File: src/hdl/twor_pkg.sv
// Shared types, codes and constants of the triangle winding orientation block.
// Used by the controller, the datapath and the top level.
package twor_pkg;

  localparam int unsigned MAX_VERTICES_DEF = 1024;
  localparam logic [63:0] MIN_AREA_RESET   = 64'd184467;
  localparam logic [15:0] UNIT_ONE         = 16'd16384;
  localparam logic [63:0] SQRT_FIRST_BIT   = 64'h4000_0000_0000_0000;

  localparam logic [4:0] VSQ_LAST   = 5'd3;
  localparam logic [4:0] SQRT_LAST  = 5'd31;
  localparam logic [4:0] DIV_LAST   = 5'd17;
  localparam logic [4:0] READ_LAST  = 5'd3;
  localparam logic [4:0] CROSS_LAST = 5'd6;
  localparam logic [4:0] AREA_LAST  = 5'd3;
  localparam logic [4:0] DOT_LAST   = 5'd6;
  localparam logic [1:0] LANE_LAST  = 2'd2;

  typedef enum logic [1:0] {
    MODE_VERTEX   = 2'd0,
    MODE_TRIANGLE = 2'd1,
    MODE_NEW_MESH = 2'd2,
    MODE_RESERVED = 2'd3
  } mode_t;

  typedef enum logic [1:0] {
    ST_OK         = 2'd0,
    ST_OVERFLOW   = 2'd1,
    ST_DEGENERATE = 2'd2,
    ST_UNWRITTEN  = 2'd3
  } status_t;

  typedef enum logic [3:0] {
    S_IDLE, S_DISPATCH, S_VSQ, S_VSQRT, S_VDIV, S_VWRITE,
    S_TREAD, S_TCROSS, S_TAREA, S_TDECIDE, S_TDOT, S_DONE
  } state_t;

  typedef enum logic [3:0] {
    OP_NONE, OP_LOAD, OP_SET_OVF, OP_CLEAR, OP_VSQ, OP_VSQRT, OP_VDIV,
    OP_VWRITE, OP_TREAD, OP_TCROSS, OP_TAREA, OP_TDOT, OP_OUT
  } op_t;

  typedef enum logic [2:0] {
    RES_OK, RES_OVF, RES_UNW, RES_DEGEN, RES_VERTEX, RES_TRI
  } res_t;

  typedef struct packed {
    op_t        op;
    logic [4:0] cnt;
    logic [1:0] lane;
    res_t       res;
  } cmd_t;

  typedef struct packed {
    mode_t mode;
    logic  ovf;
    logic  full;
    logic  bad_corner;
    logic  degenerate;
  } stat_t;

  typedef struct packed {
    logic [1:0]         mode;
    logic signed [23:0] pos_x;
    logic signed [23:0] pos_y;
    logic signed [23:0] pos_z;
    logic signed [15:0] raw_normal_x;
    logic signed [15:0] raw_normal_y;
    logic signed [15:0] raw_normal_z;
    logic [9:0]         corner_a;
    logic [9:0]         corner_b;
    logic [9:0]         corner_c;
  } in_item_t;

  typedef struct packed {
    logic [1:0]         status;
    logic [9:0]         vertex_index;
    logic signed [15:0] unit_x;
    logic signed [15:0] unit_y;
    logic signed [15:0] unit_z;
    logic [9:0]         emit_a;
    logic [9:0]         emit_b;
    logic [9:0]         emit_c;
    logic               flipped;
  } out_item_t;

endpackage

File: src/hdl/twor_ctrl.sv
// Controller state machine: sequences vertex and triangle work on the datapath.
// Depends on twor_pkg.
module twor_ctrl (
  input  logic           clk,
  input  logic           rst_n,
  input  logic           in_valid,
  output logic           in_ready,
  output logic           out_valid,
  input  logic           out_ready,
  input  twor_pkg::stat_t stat,
  output twor_pkg::cmd_t  cmd
);

  twor_pkg::state_t state_r, state_nxt;
  logic [4:0]       cnt_r, cnt_nxt;
  logic [1:0]       lane_r, lane_nxt;
  twor_pkg::res_t   res_r, res_nxt;
  logic             out_valid_r, out_valid_nxt;

  always_ff @(posedge clk) begin
    if (!rst_n) begin
      state_r     <= twor_pkg::S_IDLE;
      cnt_r       <= '0;
      lane_r      <= '0;
      res_r       <= twor_pkg::RES_OK;
      out_valid_r <= 1'b0;
    end else begin
      state_r     <= state_nxt;
      cnt_r       <= cnt_nxt;
      lane_r      <= lane_nxt;
      res_r       <= res_nxt;
      out_valid_r <= out_valid_nxt;
    end
  end

  always_comb begin
    state_nxt     = state_r;
    cnt_nxt       = cnt_r;
    lane_nxt      = lane_r;
    res_nxt       = res_r;
    out_valid_nxt = out_valid_r && !out_ready;
    in_ready      = 1'b0;
    cmd.op        = twor_pkg::OP_NONE;
    cmd.cnt       = cnt_r;
    cmd.lane      = lane_r;
    cmd.res       = res_r;
    unique case (state_r)
      twor_pkg::S_IDLE: begin
        in_ready = 1'b1;
        if (in_valid) begin
          cmd.op    = twor_pkg::OP_LOAD;
          state_nxt = twor_pkg::S_DISPATCH;
        end
      end
      twor_pkg::S_DISPATCH: begin
        cnt_nxt  = '0;
        lane_nxt = '0;
        unique case (stat.mode)
          twor_pkg::MODE_VERTEX: begin
            if (stat.ovf || stat.full) begin
              cmd.op    = twor_pkg::OP_SET_OVF;
              res_nxt   = twor_pkg::RES_OVF;
              state_nxt = twor_pkg::S_DONE;
            end else begin
              state_nxt = twor_pkg::S_VSQ;
            end
          end
          twor_pkg::MODE_TRIANGLE: begin
            if (stat.ovf) begin
              res_nxt   = twor_pkg::RES_OVF;
              state_nxt = twor_pkg::S_DONE;
            end else if (stat.bad_corner) begin
              res_nxt   = twor_pkg::RES_UNW;
              state_nxt = twor_pkg::S_DONE;
            end else begin
              state_nxt = twor_pkg::S_TREAD;
            end
          end
          twor_pkg::MODE_NEW_MESH: begin
            cmd.op    = twor_pkg::OP_CLEAR;
            res_nxt   = twor_pkg::RES_OK;
            state_nxt = twor_pkg::S_DONE;
          end
          twor_pkg::MODE_RESERVED: begin
            res_nxt   = twor_pkg::RES_OK;
            state_nxt = twor_pkg::S_DONE;
          end
        endcase
      end
      twor_pkg::S_VSQ: begin
        cmd.op = twor_pkg::OP_VSQ;
        if (cnt_r == twor_pkg::VSQ_LAST) begin
          cnt_nxt   = '0;
          state_nxt = twor_pkg::S_VSQRT;
        end else begin
          cnt_nxt = cnt_r + 5'd1;
        end
      end
      twor_pkg::S_VSQRT: begin
        cmd.op = twor_pkg::OP_VSQRT;
        if (cnt_r == twor_pkg::SQRT_LAST) begin
          cnt_nxt   = '0;
          state_nxt = twor_pkg::S_VDIV;
        end else begin
          cnt_nxt = cnt_r + 5'd1;
        end
      end
      twor_pkg::S_VDIV: begin
        cmd.op = twor_pkg::OP_VDIV;
        if (cnt_r == twor_pkg::DIV_LAST) begin
          cnt_nxt = '0;
          if (lane_r == twor_pkg::LANE_LAST) begin
            state_nxt = twor_pkg::S_VWRITE;
          end else begin
            lane_nxt = lane_r + 2'd1;
          end
        end else begin
          cnt_nxt = cnt_r + 5'd1;
        end
      end
      twor_pkg::S_VWRITE: begin
        cmd.op    = twor_pkg::OP_VWRITE;
        res_nxt   = twor_pkg::RES_VERTEX;
        state_nxt = twor_pkg::S_DONE;
      end
      twor_pkg::S_TREAD: begin
        cmd.op = twor_pkg::OP_TREAD;
        if (cnt_r == twor_pkg::READ_LAST) begin
          cnt_nxt   = '0;
          state_nxt = twor_pkg::S_TCROSS;
        end else begin
          cnt_nxt = cnt_r + 5'd1;
        end
      end
      twor_pkg::S_TCROSS: begin
        cmd.op = twor_pkg::OP_TCROSS;
        if (cnt_r == twor_pkg::CROSS_LAST) begin
          cnt_nxt   = '0;
          state_nxt = twor_pkg::S_TAREA;
        end else begin
          cnt_nxt = cnt_r + 5'd1;
        end
      end
      twor_pkg::S_TAREA: begin
        cmd.op = twor_pkg::OP_TAREA;
        if (cnt_r == twor_pkg::AREA_LAST) begin
          cnt_nxt   = '0;
          state_nxt = twor_pkg::S_TDECIDE;
        end else begin
          cnt_nxt = cnt_r + 5'd1;
        end
      end
      twor_pkg::S_TDECIDE: begin
        if (stat.degenerate) begin
          res_nxt   = twor_pkg::RES_DEGEN;
          state_nxt = twor_pkg::S_DONE;
        end else begin
          state_nxt = twor_pkg::S_TDOT;
        end
      end
      twor_pkg::S_TDOT: begin
        cmd.op = twor_pkg::OP_TDOT;
        if (cnt_r == twor_pkg::DOT_LAST) begin
          cnt_nxt   = '0;
          res_nxt   = twor_pkg::RES_TRI;
          state_nxt = twor_pkg::S_DONE;
        end else begin
          cnt_nxt = cnt_r + 5'd1;
        end
      end
      twor_pkg::S_DONE: begin
        if (!out_valid_r || out_ready) begin
          cmd.op        = twor_pkg::OP_OUT;
          out_valid_nxt = 1'b1;
          state_nxt     = twor_pkg::S_IDLE;
        end
      end
      default: begin
        state_nxt = twor_pkg::S_IDLE;
      end
    endcase
  end

  assign out_valid = out_valid_r;

endmodule

File: config.mk
export PLATFORM = sky130hd
export DESIGN_NAME = twor_ctrl
export DESIGN_NICKNAME = d
export VERILOG_FILES = /design/src/hdl/twor_pkg.sv /design/src/hdl/twor_ctrl.sv
export SDC_FILE = /design/constraint.sdc
export NUM_CORES = 1
export LEC_CHECK = 0
export ABC_CLOCK_PERIOD_IN_PS = 2750
export BUFFER_PORTS_ARGS = -buffer_cell sky130_fd_sc_hd__buf_2
export CORE_MARGIN = 3
export CORE_UTILIZATION = 50
export CTS_CLUSTER_SIZE = 30
export DETAILED_ROUTE_END_ITERATION = 10
export PLACE_DENSITY = 0.78
export SYNTH_ARGS = -nofsm -noshare
export SYNTH_HDL_FRONTEND = slang
export SYNTH_SLANG_ARGS = --single-unit
File: constraint.sdc
create_clock -name clk -period 2.75 [get_ports clk]
set_input_delay 0.1375 -clock clk [delete_from_list [all_inputs] [get_ports clk]]
set_output_delay 0.1375 -clock clk [all_outputs]
set_load 0.005 [all_outputs]
==> results.ini <==
[outcome]
status = completed

[clocking]
insertion_delay_ns = 0.29
numClockSinks = 15
cts_hold_buf = 0
post_cts_resized = 0
cts_tree = yes
ctsRootBufferMaster = clkbuf_4
clk_transition_reported_paths_ns = 0.10
cts_buffers = 3
htreeDepth = 1
post-cts-setup-buffers = 0
clock_path_buffers = 2

[synth]
ys.flop_type = dfxtp_1
synthCells = 159
ys_types = 50
synth_warnings = 0
synth_fp_nets = 174
ys_seq_area_share_pct = 24.4
ys_async_sr_fraction_pct = 0
synth_enable_flop_cells = 0
synth_seq_cells = 15
synth.avg_cell_area_sq_um = 7.74
synth_area_sq_mm = 0.00123

[sta]
drv_slew = 0
setup_tns_ns = 0
rsz0062_at_grt = false
clock.fmax_mhz = 432
setup_viol = 0
fin_worst_skew_ns = 0.00124
hold_viol = 0
slew-limit-headroom_pct = 51.7
fin_ws_ns = 0.437
period_share_pct = 84.1
min_period_ns = 2.31
tightest_slew_ns = 0.724

[final_layout]
area_delta_synth_final_pct = 13.1
drive_gt1_share_pct = 24.9
diodes = 0
stdcell_count = 209
nets = 197

[floorplan]
start_util_pct = 54.0
pin_count = 26
die_w_microns = 55.6
core_area_sq_mm = 0.00228
die_area_sq_mm = 0.00309
std_cell_rows = 17
die_h_microns = 55.6

[setup_path]
path_max_fanout = 23
required_ns = 2.61
r2r_cells = 8
start_kind = flip-flop
reg2reg_slack_ns = 0.62
worstPathArrival_ns = 2.18
critical_path_class = flip-flop to primary output
timing.rr.start = cnt_r[1]$_SDFFE_PN0P_
end_kind = primary output
reg2reg_to = state_r[2]$_SDFFE_PN0P_

[detailed_routing]
wirelength_mm = 3.03
postRouteAntennaNets = 0
dr.pass1.iters = 4
drc = 0
dr.first_iter.drc_count = 50
avgViaCountPerCell = 6.18
wl_per_cell_microns = 14.5
routed-via-count = 1292

[global_route]
grt_pass1_wl_mm = 5.02
grt_use_total_pct = 19.9
grt.overflow.total = 0
grt_max_degree = 24
grt_pass1_vias = 1094
antenna_found_initial = 0

[run]
maxCapViolCount = 0

[power]
pwr-share-seq_pct = 29.5
power.density_mw_per_mm2 = 973
netSwitchingFraction_pct = 49.6
irDropWorstVdd_mv = 0.795
p_clk_share_pct = 10.1
internal-power_mw = 0.683
p_comb_share_pct = 60.4
p_sw_mw = 0.671
power.leakage_nw = 0.601

[min_path]
hp-start = rst_n
hold_path_end = res_r[2]$_SDFFE_PN0P_
worstHoldPathType = primary input to flip-flop
holdPathStages = 2

[placement]
port-buffer-count = 25
dpl.hpwl_mm = 2.22
pre_cts_ws_ns = 0.649
place_inst = 205
gp_congestion = 0.854

-- registers in the layout, indices dropped and copies added (netlist names) --
| register | cells |
|---|---|
| lane_r | 2 |
| state_r | 4 |
| res_r | 3 |
| out_valid | 1 |
| cnt_r | 5 |
-- critical path, stage by stage, from the launching register on --
cell and delay, ns:
dfxtp_1 0.80, clkinv_1 0.48, nor3_1 0.27, o21ai_0 0.10
o21ai_0 0.09, buf_2 0.14
-- cell families (layout without fill, tap and decap cells) --
kind of cell	after synthesis	count (layout)	synth area share, %
and+or+nand+nor	59	59	26.9
AOI/OAI and AO/OA	54	54	31.6
xor gates and xnor gates	1	1	0.712
DFF	15	15	24.4
buffers and inverters	20	42	7.12
muxes	5	5	4.17
adders and majority gates	5	5	5.09
-- Yosys cell counts, types with 3 or more instances --
cell type   n  area (sq um)
o211ai_1    4          30.0
mux2i_1     4          40.0
nor2_1     15          56.3
dfxtp_1    15           300
ha_1        5          62.6
buf_2       3          15.0
nand2_1    12          45.0
nor2b_1     3          18.8
inv_1       7          26.3
nand3_1     5          25.0
a31oi_1     3          18.8
nor3_1      4          20.0
nand2b_1    3          18.8
o21ai_0     8          40.0
o22ai_1     4          25.0
a21oi_1    15          75.1
clkbuf_1    4          15.0
and3_1      4          25.0
-- metal layers --
layer / routed length, microns / track usage (%) / vias to the layer above / share of wire, %
met2: 1390 / 29.6 / 44 / 46
li1: - / - / 645 / -
met3: 192 / 5.57 / 2 / 6.3
met5: 0 / 0 / - / 0
met4: 15 / 6.25 / 0 / 0.49
met1: 1430 / 27.7 / 601 / 47
-- worst max path at each step --
stage,slack [ns],startpoint,endpoint
2_1_floorplan,0.73,cnt_r[0]$_SDFFE_PN0P_,cnt_r[3]$_SDFFE_PN0P_
3_3_place_gp,0.70,cnt_r[0]$_SDFFE_PN0P_,cnt_r[2]$_SDFFE_PN0P_
3_5_place_dp,0.65,cnt_r[0]$_SDFFE_PN0P_,cnt_r[2]$_SDFFE_PN0P_
4_1_cts,0.47,state_r[0]$_SDFFE_PN0P_,cmd[11]
5_1_grt,0.20,state_r[0]$_SDFFE_PN0P_,cmd[11]
6_report,0.44,state_r[0]$_SDFFE_PN0P_,cmd[11]
-- final cells by class --
cell class / instances / area, sq um
Inverter: 10 / 38.8
Fill cell: 193 / 885
Tap cell: 28 / 35.0
Clock inverter: 1 / 5.00
Sequential cell: 15 / 300
Multi-Input combinational cell: 124 / 842
Timing Repair Buffer: 28 / 148
Clock buffer: 3 / 22.5
-- power groups by stage --
| stage | Sequential [mW] | Combinational [mW] | Clock (mW) |
|---|---|---|---|
| 6_report | 0.400 | 0.817 | 0.136 |
| 5_1_grt | 0.417 | 0.907 | 0.152 |
| 4_1_cts | 0.395 | 0.812 | 0.138 |
| 3_5_place_dp | 0.401 | 0.810 | 0 |
| 3_3_place_gp | 0.396 | 0.802 | 0 |
| 2_1_floorplan | 0.309 | 0.686 | 0 |
-- cells in the final DEF (no fill, tap or decap), types with 2 or more instances in the layout --
| cell | Yosys | final |
|---|---|---|
| a2111oi_2 | 2 | 2 |
| a211o_1 | 2 | 2 |
| a21oi_1 | 15 | 15 |
| a22o_1 | 2 | 2 |
| a311oi_1 | 2 | 2 |
| a31oi_1 | 3 | 3 |
| and3_1 | 4 | 4 |
| buf_2 | 3 | 25 |
| buf_4 | 0 | 3 |
| clkbuf_4 | 0 | 3 |
| clkinv_1 | 2 | 2 |
| clkinv_2 | 1 | 2 |
| dfxtp_1 | 15 | 15 |
| ha_1 | 5 | 5 |
| inv_1 | 7 | 7 |
| mux2i_1 | 4 | 4 |
| nand2_1 | 12 | 12 |
| nand2b_1 | 3 | 3 |
| nand3_1 | 5 | 5 |
| nand4_1 | 2 | 2 |
| nand4b_1 | 2 | 2 |
| nor2_1 | 15 | 15 |
| nor2b_1 | 3 | 3 |
| nor3_1 | 4 | 4 |
| o211ai_1 | 4 | 4 |
| o21ai_0 | 8 | 8 |
| o22ai_1 | 4 | 4 |
| or3_1 | 2 | 2 |
-- stage by stage --
stage               total power, mW  hold slack, ns  utilization [%]  cell area [sq um]
floorplan                     0.995           0.371                -               1230
global placement               1.20           0.442             59.9               1360
detailed placement             1.21           0.452             59.9               1360
CTS                            1.34           0.218             61.1               1390
global route                   1.48           0.220             61.1               1390
finish                         1.35           0.230             61.1               1390
Note: power is estimated with default switching activity, not from simulation.
